File: config.mk
export PLATFORM = sky130hd
export DESIGN_NAME = indexed_list_store_core
export DESIGN_NICKNAME = d
export VERILOG_FILES = /design/src/rtl/ils_pkg.sv /design/src/rtl/indexed_list_store_core.sv /design/src/rtl/ils_cell.sv
export SDC_FILE = /design/constraint.sdc
export NUM_CORES = 1
export LEC_CHECK = 0
export BUFFER_PORTS_ARGS = -buffer_cell sky130_fd_sc_hd__buf_2
export CAP_MARGIN = 20
export CORE_MARGIN = 2
export CORE_UTILIZATION = 25
export CTS_CLUSTER_SIZE = 24
export DETAILED_ROUTE_END_ITERATION = 16
export PLACE_DENSITY = 0.41
export SLEW_MARGIN = 20
export SYNTH_ARGS = -nofsm -noshare
export SYNTH_HDL_FRONTEND = slang
export SYNTH_SLANG_ARGS = --single-unit
File: constraint.sdc
create_clock -name clk -period 6.6 [get_ports clk]
set_input_delay 0.66 -clock clk [delete_from_list [all_inputs] [get_ports clk]]
set_output_delay 0.66 -clock clk [all_outputs]
set_load 0.005 [all_outputs]
File: src/rtl/ils_pkg.sv
// shared types and constants for the indexed list store
package ils_pkg;

    localparam int DATA_W = 32;
    localparam int POS_W  = 8;
    localparam int CNT_W  = 8;

    localparam logic [DATA_W-1:0] NONE_WORD = '1;

    typedef enum logic [2:0] {
        FUNC_PUSH_FRONT = 3'd0,
        FUNC_PUSH_BACK  = 3'd1,
        FUNC_INSERT     = 3'd2,
        FUNC_POP_FRONT  = 3'd3,
        FUNC_POP_BACK   = 3'd4,
        FUNC_ERASE      = 3'd5,
        FUNC_READ       = 3'd6,
        FUNC_COUNT      = 3'd7
    } func_t;

    typedef enum logic [1:0] {
        ST_OK    = 2'd0,
        ST_EMPTY = 2'd1,
        ST_FULL  = 2'd2,
        ST_RANGE = 2'd3
    } status_t;

    // command broadcast to every cell of the row
    typedef struct packed {
        logic              ins;
        logic              rem;
        logic [POS_W-1:0]  pos;
        logic [DATA_W-1:0] word;
    } cell_cmd_t;

endpackage

File: src/rtl/indexed_list_store_core.sv
// top level of the indexed list store: decode, row of cells, result register
// Bounded ordered list of up to DEPTH (1 to 255) signed 32-bit words, one word per cell in
// a row of cells; front is cell 0. Each request (push front/back, insert before index, pop
// front/back, erase at index, read at index, count) completes in the cycle it is taken: all
// cells shift or hold in parallel from a position compare, and the result (read word or
// -1, count after the operation, status) is registered and presented in the next cycle. A new
// request is taken every cycle while the result register is empty or being drained, so
// the sustained rate is one request per clock. No clearing pass is needed after reset.
module indexed_list_store_core #(
    parameter int DEPTH = 16
) (
    input  logic        clk,
    input  logic        rst_n,
    input  logic        s_tvalid,
    output logic        s_tready,
    input  logic [47:0] s_tdata,   // func[2:0], value[34:3], index[42:35], zero pad
    output logic        m_tvalid,
    input  logic        m_tready,
    output logic [47:0] m_tdata    // read_value[31:0], count[39:32], status[41:40], zero pad
);

    localparam int DW = ils_pkg::DATA_W;
    localparam int PW = ils_pkg::POS_W;
    localparam int CW = ils_pkg::CNT_W;
    localparam logic [CW-1:0] DEPTH_CNT = CW'(DEPTH);

    ils_pkg::func_t   func;
    logic [DW-1:0]    value;
    logic [PW-1:0]    index;

    assign func  = ils_pkg::func_t'(s_tdata[2:0]);
    assign value = s_tdata[34:3];
    assign index = s_tdata[42:35];

    logic                 accept;
    logic [CW-1:0]        count_reg;
    logic [CW-1:0]        count_next;
    logic                 m_valid_reg;
    logic [DW-1:0]        rd_reg;
    logic [DW-1:0]        rd_next;
    logic [CW-1:0]        out_count_reg;
    ils_pkg::status_t     status_reg;
    ils_pkg::status_t     status_next;
    ils_pkg::cell_cmd_t   cmd;
    logic [DW-1:0]        cell_data [DEPTH];
    logic [DW-1:0]        cell_tap  [DEPTH];
    logic [DW-1:0]        read_word;
    logic                 full;
    logic                 empty;

    assign s_tready = !m_valid_reg || m_tready;
    assign accept   = s_tvalid && s_tready;
    assign full     = count_reg >= DEPTH_CNT;
    assign empty    = count_reg == '0;

    always_comb
    begin
        read_word = '0;
        for (int i = 0; i < DEPTH; i++)
            read_word = read_word | cell_tap[i];
    end

    always_comb
    begin
        cmd         = '0;
        cmd.word    = value;
        count_next  = count_reg;
        rd_next     = ils_pkg::NONE_WORD;
        status_next = ils_pkg::ST_OK;
        unique case (func)
            ils_pkg::FUNC_PUSH_FRONT, ils_pkg::FUNC_PUSH_BACK, ils_pkg::FUNC_INSERT:
            begin
                unique case (func)
                    ils_pkg::FUNC_PUSH_FRONT: cmd.pos = '0;
                    ils_pkg::FUNC_PUSH_BACK:  cmd.pos = PW'(count_reg);
                    default:                  cmd.pos = index;
                endcase
                if (full)
                    status_next = ils_pkg::ST_FULL;
                else if (cmd.pos > PW'(count_reg))
                    status_next = ils_pkg::ST_RANGE;
                else
                begin
                    cmd.ins    = accept;
                    count_next = count_reg + CW'(1);
                end
            end
            ils_pkg::FUNC_POP_FRONT, ils_pkg::FUNC_POP_BACK, ils_pkg::FUNC_ERASE:
            begin
                unique case (func)
                    ils_pkg::FUNC_POP_FRONT: cmd.pos = '0;
                    ils_pkg::FUNC_POP_BACK:  cmd.pos = PW'(count_reg - CW'(1));
                    default:                 cmd.pos = index;
                endcase
                if (empty)
                    status_next = ils_pkg::ST_EMPTY;
                else if (cmd.pos >= PW'(count_reg))
                    status_next = ils_pkg::ST_RANGE;
                else
                begin
                    cmd.rem    = accept;
                    count_next = count_reg - CW'(1);
                end
            end
            ils_pkg::FUNC_READ:
            begin
                if (empty)
                    status_next = ils_pkg::ST_EMPTY;
                else if (index >= PW'(count_reg))
                    status_next = ils_pkg::ST_RANGE;
                else
                    rd_next = read_word;
            end
            ils_pkg::FUNC_COUNT:
            begin
                status_next = ils_pkg::ST_OK;
            end
            default:
            begin
                status_next = ils_pkg::ST_OK;
            end
        endcase
    end

    for (genvar g = 0; g < DEPTH; g++)
    begin : g_cell
        logic [DW-1:0] left_d;
        logic [DW-1:0] right_d;
        if (g == 0)
        begin : g_first
            assign left_d = cell_data[0];
        end
        else
        begin : g_mid
            assign left_d = cell_data[g-1];
        end
        if (g == DEPTH - 1)
        begin : g_last
            assign right_d = cell_data[g];
        end
        else
        begin : g_inner
            assign right_d = cell_data[g+1];
        end

        ils_cell #(
            .IDX(g)
        ) u_cell (
            .clk        (clk),
            .cmd        (cmd),
            .left_data  (left_d),
            .right_data (right_d),
            .read_pos   (index),
            .data       (cell_data[g]),
            .read_tap   (cell_tap[g])
        );
    end

    always_ff @(posedge clk or negedge rst_n)
    begin
        if (!rst_n)
        begin
            count_reg   <= '0;
            m_valid_reg <= 1'b0;
        end
        else
        begin
            if (accept)
            begin
                count_reg   <= count_next;
                m_valid_reg <= 1'b1;
            end
            else if (m_tready)
                m_valid_reg <= 1'b0;
        end
    end

    always_ff @(posedge clk)
    begin
        if (accept)
        begin
            rd_reg        <= rd_next;
            out_count_reg <= count_next;
            status_reg    <= status_next;
        end
    end

    assign m_tvalid = m_valid_reg;
    assign m_tdata  = {6'd0, status_reg, out_count_reg, rd_reg};

    assert property (@(posedge clk) disable iff (!rst_n) count_reg <= DEPTH_CNT)
        else $error("entry count above depth");

    assert property (@(posedge clk) disable iff (!rst_n)
        accept && cmd.ins |=> count_reg == $past(count_reg) + CW'(1))
        else $error("insert did not grow the list");

    assert property (@(posedge clk) disable iff (!rst_n)
        accept && cmd.rem |=> count_reg == $past(count_reg) - CW'(1))
        else $error("removal did not shrink the list");

    assert property (@(posedge clk) disable iff (!rst_n)
        m_valid_reg && status_reg == ils_pkg::ST_EMPTY |-> out_count_reg == '0)
        else $error("empty status with nonzero count");

    assert property (@(posedge clk) disable iff (!rst_n)
        m_valid_reg && status_reg != ils_pkg::ST_OK |-> rd_reg == ils_pkg::NONE_WORD)
        else $error("failed request returned a word");

endmodule

File: src/rtl/ils_cell.sv
// one list position: holds a word, shifts toward either neighbor on insert or erase
module ils_cell #(
    parameter int IDX = 0
) (
    input  logic                        clk,
    input  ils_pkg::cell_cmd_t          cmd,
    input  logic [ils_pkg::DATA_W-1:0]  left_data,
    input  logic [ils_pkg::DATA_W-1:0]  right_data,
    input  logic [ils_pkg::POS_W-1:0]   read_pos,
    output logic [ils_pkg::DATA_W-1:0]  data,
    output logic [ils_pkg::DATA_W-1:0]  read_tap
);

    localparam logic [ils_pkg::POS_W-1:0] CELL_POS = ils_pkg::POS_W'(IDX);

    logic [ils_pkg::DATA_W-1:0] data_reg;
    logic [ils_pkg::DATA_W-1:0] data_next;

    always_comb
    begin
        data_next = data_reg;
        if (cmd.ins)
        begin
            if (CELL_POS > cmd.pos)
                data_next = left_data;
            else if (CELL_POS == cmd.pos)
                data_next = cmd.word;
        end
        else if (cmd.rem)
        begin
            if (CELL_POS >= cmd.pos)
                data_next = right_data;
        end
    end

    always_ff @(posedge clk)
    begin
        data_reg <= data_next;
    end

    assign data     = data_reg;
    // zero unless this cell is addressed, so taps can be or-ed together
    assign read_tap = (CELL_POS == read_pos) ? data_reg : '0;

endmodule
==> out/results.txt <==
status -> completed
sequential share of power -> 0.405
Yosys cell types -> 84
worst clock skew -> 25.55 ps
Post-synth ARST share -> 0.01599
total gr overflow -> 0
HP Class -> input port to flip-flop
pre-CTS WS -> 1135 ps
Area Overhead vs Synth -> 14.34%
final hold viol count -> 0
switch share -> 0.3233
Synth Flop Type -> edfxtp_1
Final Critical Period -> 5456 ps
Final period util -> 0.8267
Die Wd -> 370.4 µm
Die H -> 370.4 µm
root buffer cell -> clkbuf_16
CP Data Required Time -> 6960 ps
number of flip-flops under the largest register name -> 512
final number of setup-violating endpoints -> 0
kind of critical path -> flip-flop to flip-flop
Clock power frac -> 0.390
largest net degree at the start of global routing -> 172
Die ar. -> 0.1372 mm²
crit start category -> flip-flop
GRT Total Usage -> 0.2125
num ports -> 102
CTS max path bufs -> 3
fmax -> 183.3 MHz
Int Power -> 7.169 mW
via count -> 28730
mapped cell area -> 0.03356 mm²
CTS sink cnt -> 563
drt total wl -> 148800 µm
Final WS setup -> 1144 ps
crit-path max FO -> 16
Worst-Skew Late Latency -> 670 ps
FP Rows -> 134
Design Power -> 10.59 mW
slew margin rel. -> 0.2292
DR WL/cell -> 28.72 µm
first-pass GRT wire length -> 210700 µm
cts bufs inserted -> 74
Avg Inst Size Synth -> 9.829 µm²
Routed Antenna Nets -> 0
R2R cell count -> 14
Post-Synthesis Cells -> 3414
max-slew violations -> 0
Fillers -> 13950
TNS Setup -> 0 ps
number of buffers added on ports -> 90
Initial Util -> 0.2518
total of warnings raised by yosys -> 0
nets -> 3433
DRC -> 0
core area -> 0.1333 mm²
sequential fraction of the synthesis area -> 0.5025
CTS tree -> yes
fraction of layout cells with a size suffix above 1 -> 0.1228
htree depth -> 3
Post-synth EDFFs -> 554
Max VDD drop -> 0.0001883 V
Clock transition at path regs -> 60 ps
number of global-route vias before repair -> 27250
Logic pwr share -> 0.205
PwrDens -> 276.1 mW/mm²
Leak -> 13.34 nW
unrepaired setup endpoints after global routing -> false
post-DP HPWL -> 87150 µm
final estimated routing congestion in global placement -> 0.7969
Vias/cell -> 5.546
Worst Path Arrival -> 5810 ps
Detailed Routing Iterations Pass 1 -> 6
crit end category -> flip-flop
max_cap viols -> 0
Min-Delay Path Depth -> 2
initial antenna violation count -> 11
switching power -> 3.425 mW
Yosys reg bits -> 563
First DRT Iteration DRCs -> 3255
Least-Margin Pin Slew -> 1156 ps
kinds of logic (layout without fill, tap and decap cells):
kind of cell,after synthesis,in the layout,share of synthesized area
simple gates,1291,1291,0.1683
compound gates,872,872,0.1755
flops,563,563,0.5025
buf+inv,356,348,0.04776
mux,301,301,0.09497
fa+ha+maj,27,27,0.01007
xor+xnor,3,3,0.0007831
other cells,1,7,0.0001117
placed cells by master (no fill, tap or decap), drive strengths merged, types with 18 or more instances in the layout:
master and count:
o21ai 263, a31oi 23, a22o 27, a22oi 58
a21oi 76, clkbuf 91, edfxtp 554, nor3 30
buf 194, ha 27, a221oi 39, mux2i 243
nand3 322, inv 20, o22ai 18, nor2 64
nand2 795, mux2 49, clkinv 33, o211ai 270
per-stage QoR:
stage	cells	utilization	cell area, µm²	hold slack (ps)
2_1_floorplan	3419	-	33580	364.4
5_1_grt	5179	0.2878	38370	202.7
3_5_place_dp	5045	0.2698	35970	524.5
3_3_place_gp	5045	0.2698	35970	508.0
6_report	5180	0.2879	38370	210.9
4_1_cts	5179	0.2878	38370	173.6
repair_timing:
action / CTS / global route
hold buffers: 1 / 0
hold endpoints to repair: 9 / 0
buffers inserted: 0 / 0
gates resized for setup: 0 / 0
metal layers:
layer,track usage,vias up,wire length (µm)
met4,0.05941,8,3663
met5,0,-,50
met2,0.3387,1200,68610
met1,0.2967,14550,66290
met3,0.03349,215,10140
li1,-,12760,-
synth_stat cells, types with 48 or more instances:
master    instances  area (µm²)
o211ai_1        270        2027
mux2i_1         243        2432
mux2_2           48       540.5
buf_2            52       260.3
edfxtp_1        554       16640
nand3_1         314        1572
a21oi_1          75       375.4
clkbuf_1        211       792.0
nand2_1         794        2980
o21ai_0         240        1201
nor2_1           62       232.7
a22oi_1          58       435.4
worst max-delay path, stage by stage, from the launching register on:
cell,delay [ps]
dfrtp_1,500
inv_1,300
ha_1,400
nor3b_2,530
a311oi_1,160
a221o_2,350
ha_1,300
a21o_1,170
a21oi_1,250
o211ai_1,240
nor3_1,370
nor2_1,70
buf_4,230
nor2b_4,830
buf_4,380
final cells by class:
class	count	area (µm²)	area share
sequential	563	16860	0.4394
antenna	1	2.502	0.00006522
clock buffer	90	1943	0.05064
clock inverter	43	445.4	0.01161
multi-input combinational	2500	15370	0.4005
tap	1768	2212	0.05765
inverter	19	72.57	0.001891
timing repair buffer	196	1466	0.03822
path summary, 6_finish.rpt:
path	startpoint	to	slack (ps)
setup / recovery	count_reg[1]$_DFFE_PN0P_	g_cell[11].u_cell.data[21]$_DFFE_PP_	1140
hold / removal	s_tvalid	m_tvalid$_DFFE_PN0P_	210
setup reg to reg	count_reg[1]$_DFFE_PN0P_	g_cell[11].u_cell.data[21]$_DFFE_PP_	1140
hold reg to reg	m_tvalid$_DFFE_PN0P_	m_tvalid$_DFFE_PN0P_	530
max in group asynchronous	rst_n	count_reg[2]$_DFFE_PN0P_	6010
min in group asynchronous	rst_n	count_reg[1]$_DFFE_PN0P_	390
power by group through the flow:
stage	Sequential, mW	Combinational (mW)	Clock, mW
after detailed placement	4.37	2.16	0
after global routing	4.32	2.30	4.37
after global placement	4.37	2.15	0
after floorplan	4.30	1.36	0
final	4.29	2.17	4.13
after CTS	4.29	2.16	4.23
Power figures use the tool's default switching activity.
